===== src/sdf_pkg.sv =====
// Shared types, constants and width helpers of the shape distance block.
package sdf_pkg;

    localparam int COORD_BITS_DEF = 16;
    localparam int FRAC_BITS_DEF  = 4;

    localparam int PT_W     = 24;   // point coordinate width
    localparam int DIFF_W   = 25;   // width of b - a per axis
    localparam int DBB_W    = 49;   // width of |b - a| squared
    localparam int CORNER_W = 16;
    localparam int DIST_W   = 32;

    localparam logic [23:0] RADIUS_RST = 24'd800;
    localparam logic signed [DIST_W-1:0] DIST_MAX = 32'sh7FFF_FFFF;
    localparam logic signed [DIST_W-1:0] DIST_MIN = 32'sh8000_0000;

    typedef enum logic [1:0] {
        SHAPE_CIRCLE  = 2'd0,
        SHAPE_BOX     = 2'd1,
        SHAPE_RBOX    = 2'd2,
        SHAPE_SEGMENT = 2'd3
    } sdf_shape_t;

    typedef enum logic [2:0] {
        CFG_SHAPE  = 3'd0,
        CFG_AX     = 3'd1,
        CFG_AY     = 3'd2,
        CFG_BX     = 3'd3,
        CFG_BY     = 3'd4,
        CFG_RADIUS = 3'd5,
        CFG_CORNER = 3'd6
    } sdf_cfg_idx_t;

    typedef struct packed {
        logic valid;
        logic use_div;
        logic halve;
    } sdf_ctl_t;

    // Signed width that holds every coordinate difference of the datapath.
    function automatic int calc_vw(input int coord_bits, input int frac_bits);
        int pw;
        pw = coord_bits + frac_bits;
        return ((pw > PT_W) ? pw : PT_W) + 4;
    endfunction

    function automatic int calc_nw(input int coord_bits, input int frac_bits);
        return 2 * calc_vw(coord_bits, frac_bits) - 1;
    endfunction

    function automatic int calc_ow(input int coord_bits, input int frac_bits);
        return calc_vw(coord_bits, frac_bits) + 1;
    endfunction

    function automatic int calc_numw(input int coord_bits, input int frac_bits);
        return 2 * (calc_vw(coord_bits, frac_bits) + DIFF_W);
    endfunction

endpackage


===== src/sdf_sqrt.sv =====
// Pipelined integer square root, one root bit a stage, followed by offset, halving and saturation.
module sdf_sqrt #(
    parameter int COORD_BITS = sdf_pkg::COORD_BITS_DEF,
    parameter int FRAC_BITS  = sdf_pkg::FRAC_BITS_DEF
) (
    input  logic                                                  aclk,
    input  logic                                                  aresetn,
    input  logic                                                  en,
    input  sdf_pkg::sdf_ctl_t                                     ctl_in,
    input  logic [sdf_pkg::calc_nw(COORD_BITS, FRAC_BITS)-1:0]    n_in,
    input  logic signed [sdf_pkg::calc_ow(COORD_BITS, FRAC_BITS)-1:0] off_in,
    output logic                                                  valid_out,
    output logic signed [sdf_pkg::DIST_W-1:0]                     dist_out
);

    localparam int NW  = sdf_pkg::calc_nw(COORD_BITS, FRAC_BITS);
    localparam int OW  = sdf_pkg::calc_ow(COORD_BITS, FRAC_BITS);
    localparam int SB  = sdf_pkg::calc_vw(COORD_BITS, FRAC_BITS);
    localparam int NPW = 2 * SB;
    localparam int SMW = SB + 2;
    localparam int XW  = SMW + sdf_pkg::DIST_W;

    logic                 v_reg   [SB];
    logic                 h_reg   [SB];
    logic [SB:0]          rs_reg  [SB];
    logic [SB-1:0]        rt_reg  [SB];
    logic [NPW-1:0]       ns_reg  [SB];
    logic signed [OW-1:0] off_reg [SB];

    for (genvar g = 0; g < SB; g++) begin : g_step
        logic                 v_in, h_in, ge;
        logic [SB:0]          rem_in;
        logic [SB-1:0]        root_in;
        logic [NPW-1:0]       ns_in;
        logic signed [OW-1:0] off_g;
        logic [SB+1:0]        t, trial;

        if (g == 0) begin : g_first
            assign v_in    = ctl_in.valid;
            assign h_in    = ctl_in.halve;
            assign rem_in  = '0;
            assign root_in = '0;
            assign ns_in   = {1'b0, n_in};
            assign off_g   = off_in;
        end else begin : g_later
            assign v_in    = v_reg[g-1];
            assign h_in    = h_reg[g-1];
            assign rem_in  = rs_reg[g-1];
            assign root_in = rt_reg[g-1];
            assign ns_in   = ns_reg[g-1];
            assign off_g   = off_reg[g-1];
        end

        assign t     = {rem_in[SB-1:0], ns_in[NPW-1 -: 2]};
        assign trial = {root_in, 2'b01};
        assign ge    = t >= trial;

        always_ff @(posedge aclk) begin
            if (!aresetn) begin
                v_reg[g] <= 1'b0;
            end else if (en) begin
                v_reg[g] <= v_in;
            end
        end

        always_ff @(posedge aclk) begin
            if (en) begin
                h_reg[g]   <= h_in;
                rs_reg[g]  <= ge ? (SB+1)'(t - trial) : t[SB:0];
                rt_reg[g]  <= {root_in[SB-2:0], ge};
                ns_reg[g]  <= {ns_in[NPW-3:0], 2'b00};
                off_reg[g] <= off_g;
            end
        end
    end

    logic                              vo_reg;
    logic signed [sdf_pkg::DIST_W-1:0] dist_reg, dist_next;
    logic signed [SMW-1:0]             sum, halved;
    logic signed [XW-1:0]              ext;

    always_comb begin
        sum    = SMW'($signed({1'b0, rt_reg[SB-1]})) + SMW'(off_reg[SB-1]);
        // Arithmetic shift gives the halving that rounds toward minus infinity.
        halved = h_reg[SB-1] ? (sum >>> 1) : sum;
        ext    = XW'(halved);
        if (ext > XW'(sdf_pkg::DIST_MAX)) begin
            dist_next = sdf_pkg::DIST_MAX;
        end else if (ext < XW'(sdf_pkg::DIST_MIN)) begin
            dist_next = sdf_pkg::DIST_MIN;
        end else begin
            dist_next = ext[sdf_pkg::DIST_W-1:0];
        end
    end

    always_ff @(posedge aclk) begin
        if (!aresetn) begin
            vo_reg <= 1'b0;
        end else if (en) begin
            vo_reg <= v_reg[SB-1];
        end
    end

    always_ff @(posedge aclk) begin
        if (en) begin
            dist_reg <= dist_next;
        end
    end

    assign valid_out = vo_reg;
    assign dist_out  = dist_reg;

endmodule


===== config.mk =====
export PLATFORM = sky130hd
export DESIGN_NAME = sdf_sqrt
export DESIGN_NICKNAME = d
export VERILOG_FILES = /design/src/sdf_pkg.sv /design/src/sdf_sqrt.sv
export SDC_FILE = /design/constraint.sdc
export NUM_CORES = 2
export LEC_CHECK = 0
export BUFFER_PORTS_ARGS = -buffer_cell sky130_fd_sc_hd__buf_2
export CAP_MARGIN = 0
export CORE_MARGIN = 2
export CORE_UTILIZATION = 60
export CTS_CLUSTER_DIAMETER = 200
export CTS_CLUSTER_SIZE = 14
export DETAILED_ROUTE_END_ITERATION = 12
export PLACE_DENSITY = 0.87
export SETUP_SLACK_MARGIN = 0.02
export SLEW_MARGIN = 0
export SYNTH_ARGS = -nofsm -noshare
export SYNTH_HDL_FRONTEND = slang
export SYNTH_SLANG_ARGS = --single-unit

===== constraint.sdc =====
create_clock -name aclk -period 6.9 [get_ports aclk]
set_clock_uncertainty 0.15 [all_clocks]
set_input_delay 1.38 -clock aclk [delete_from_list [all_inputs] [get_ports aclk]]
set_output_delay 1.38 -clock aclk [all_outputs]
set_load 0.02 [all_outputs]

==> flow_summary.yaml <==
status:
  status: "completed"
sta:
  post-route-min-period_ns: 4.48
  worst_pin_slew_ns: 1.21
  finalMaxSlewViolations: 0
  rsz0062_at_grt: "false"
  setup_tns_ns: 0
  timing.hold.ws_ns: 0.232
  slew_headroom_pct: 19.1
  fin_ws_ns: 2.42
  finalCritPeriodShare_pct: 64.9
  hold_viol: 0
  fmax_ghz: 0.223
  finalSetupViolCount: 0
grt:
  grt_pass1_wl_mm: 357
  grt-ovfl-total: 0
  grtUsageTotal_pct: 23.2
  grt_pass1_vias: 63605
  antenna_found_initial: 7
  grt_start_max_net_pins: 191
cts:
  postCtsSetupBuffers: 0
  clk_latency_ns: 0.90
  numCtsBuffers: 216
  root_buffer: "clkbuf_16"
  clk_pin_slew_worst_paths_ns: 0.07
  cts_resized: 0
  hold_buffers: 0
  htreeDepth: 4
  clock_tree.buffer_depth: 3
  cts_sinks: 2773
  cts_tree: "built"
cells_and_area:
  n_fill_cell: 12793
  largest_register_ffs: 812
  layout-drive-gt1-share_pct: 6.84
  final_cell_count_no_fill: 10553
  area_growth_pct: 8.43
  fin_nets: 8569
run:
  cap_viol_max_count: 0
power:
  p_sw_mw: 10.6
  pwr-share-clk_pct: 28.2
  comb_power_share_pct: 16.9
  seqPwrFrac_pct: 54.9
  p_sw_share_pct: 26.7
  total_power_mw: 39.8
  leakagePower_nw: 46.2
  p_per_area_mw_per_mm2: 318
  irDropWorstVdd_mv: 0.241
  internal-power_mw: 29.2
placed_design:
  gp_congestion: 0.933
  dp_hpwl_mm: 146
  dp_slack_ns: 2.58
  dp.cells: 10310
  port_buffers: 121
synthesis:
  post_synth_num_cell_types: 98
  synth_edf_count: 2771
  synth_cells: 7746
  ys_warn_count: 0
  synth_fp_nets: 8298
  synthFlopType: "edfxtp_1"
  ys_async_sr_fraction_pct: 0
  syn-cell-area_mm2: 0.115
  synth_seq_area_share_pct: 72.2
  ys_seq_elements: 2773
  avgSynthCellArea_um2: 14.9
setup_path:
  path_max_fanout: 41
  critPathArrivalTime_ns: 4.97
  r2r_slack_ns: 2.42
  crit_required_ns: 7.40
  timing.rr.start: "rt_reg[23][0]"
  crit_path_start_kind: "register"
  endpoint_kind: "register"
  path_class: "register to register"
  r2r_end: "rs_reg[3][21]"
  reg2reg_depth: 12
min_path:
  hold_depth: 0
  hold_class: "register to register"
  min_from: "ns_reg[1][21]"
  hold_end: "ns_reg[2][23]"
drt:
  dr.pass1.iters: 6
  drt-initial-drc-count: 6709
  wl_per_cell_um: 21.5
  vias_per_cell: 5.98
  drt_wl_total_mm: 227
  vias: 63157
  drc: 0
  ant_nets: 0
floorplanning:
  dieArea_mm2: 0.196
  core_region_area_mm2: 0.191
  initial_core_util_pct: 60.5
  die_w_um: 442
  die_height_um: 442
  pin_count: 123
  rows: 160
## cells in the mapped netlist, types with 19 or more instances
master / instances / area share, %
nand4_1: 64 / 0.35
xnor2_1: 311 / 2.4
a21o_1: 160 / 1.0
buf_2: 19 / 0.083
or3_1: 69 / 0.37
o21ai_0: 422 / 1.8
nand3b_1: 19 / 0.12
nor2_1: 351 / 1.1
nor2b_1: 59 / 0.32
edfxtp_1: 2771 / 72
o21a_1: 74 / 0.48
a21boi_0: 26 / 0.17
clkbuf_1: 96 / 0.31
a31oi_1: 47 / 0.26
xor2_1: 306 / 2.3
or2_2: 27 / 0.15
o211ai_1: 20 / 0.13
inv_1: 531 / 1.7
and2_1: 23 / 0.12
a211oi_1: 41 / 0.27
and3_1: 59 / 0.32
nor3_1: 163 / 0.71
ha_1: 461 / 5.0
mux2_2: 63 / 0.62
mux2i_1: 26 / 0.23
o31ai_1: 57 / 0.37
nand2b_1: 85 / 0.46
nand2_1: 539 / 1.8
o21bai_1: 40 / 0.26
nand3_1: 129 / 0.56
or4_1: 33 / 0.21
nor4_1: 71 / 0.39
a21oi_1: 359 / 1.6
## per-layer routing
layer / GRT usage, % / vias up / wire (um)
li1: - / 29367 / -
met1: 30.6 / 30972 / 93000
met2: 39.6 / 2272 / 114000
met3: 3.38 / 544 / 12500
met4: 8.02 / 2 / 7510
met5: 0 / - / 17
## kinds of logic (layout without fill, tap and decap cells)
kind of cell	count (synthesis)	after routing	share of synthesized area (%)
AO/OA/AOI/OAI	1389	1389	7.49
XOR/XNOR	617	617	4.69
adder cells (fa/ha/maj)	462	462	5.02
buffers and inverters	660	955	2.21
flip-flops	2773	2773	72.2
multiplexers	90	90	0.851
other	1	2	0.00325
AND/OR/NAND/NOR	1754	1754	7.50
## worst max-delay path by stage
| stage | from | end | slack (ns) |
|---|---|---|---|
| global route | rt_reg[23][0] | rs_reg[3][21] | 2.18 |
| finish | rt_reg[23][0] | rs_reg[3][21] | 2.42 |
| CTS | rt_reg[23][0] | rs_reg[3][21] | 2.47 |
| detailed placement | rt_reg[23][0] | rs_reg[3][21] | 2.58 |
| floorplan | rs_reg[3][29] | rs_reg[3][79] | 3.56 |
| global placement | rt_reg[23][0] | rs_reg[3][21] | 2.73 |
## final cells by class
type	count	area [um^2]	area share, %
sequential	2773	83200	66.6
multi-input combinational	4313	29500	23.6
clock buffer	226	5440	4.36
tap	2511	3140	2.51
inverter	535	2010	1.61
timing repair buffer	178	1210	0.969
clock inverter	16	408	0.326
antenna	1	2.50	0.00200
## critical path, cell delays in order, from the launching register on
cell      delay, ns
edfxtp_1       0.54
inv_1          0.08
ha_1           0.36
nor2b_1        0.21
o31ai_1        0.42
a21oi_1        0.16
nor2_1         0.38
o21ai_0        0.17
a211o_1        0.43
a211oi_4       0.45
buf_4          0.45
inv_1          0.12
mux2_2         0.29
## power groups by stage
| stage | Clock (mW) | Sequential, mW | Combinational (mW) |
|---|---|---|---|
| 3_5_place_dp | 0 | 22.2 | 6.51 |
| 4_1_cts | 11.5 | 21.9 | 6.65 |
| 2_1_floorplan | 0 | 21.7 | 4.83 |
| 5_1_grt | 12.0 | 22.0 | 7.46 |
| 6_report | 11.2 | 21.8 | 6.71 |
| 3_3_place_gp | 0 | 22.1 | 6.27 |
## cells in the final DEF (no fill, tap or decap), drive strengths merged, types with 72 or more instances in the layout
master / instances
inv: 536
xor2: 306
nand2b: 85
clkbuf: 226
a21o: 160
ha: 461
nand3: 129
o21ai: 428
a21oi: 361
xnor2: 311
edfxtp: 2771
nor3: 171
nor2: 351
nor4: 73
buf: 178
nand2: 539
or3: 72
o21a: 74
## metrics by stage
stage               utilization (%)  cell area, um^2
floorplan                         -           115000
global placement               62.5           119000
detailed placement             62.5           119000
CTS                            65.6           125000
global route                   65.6           125000
finish                         65.6           125000
Note: power is estimated with default switching activity, not from simulation.
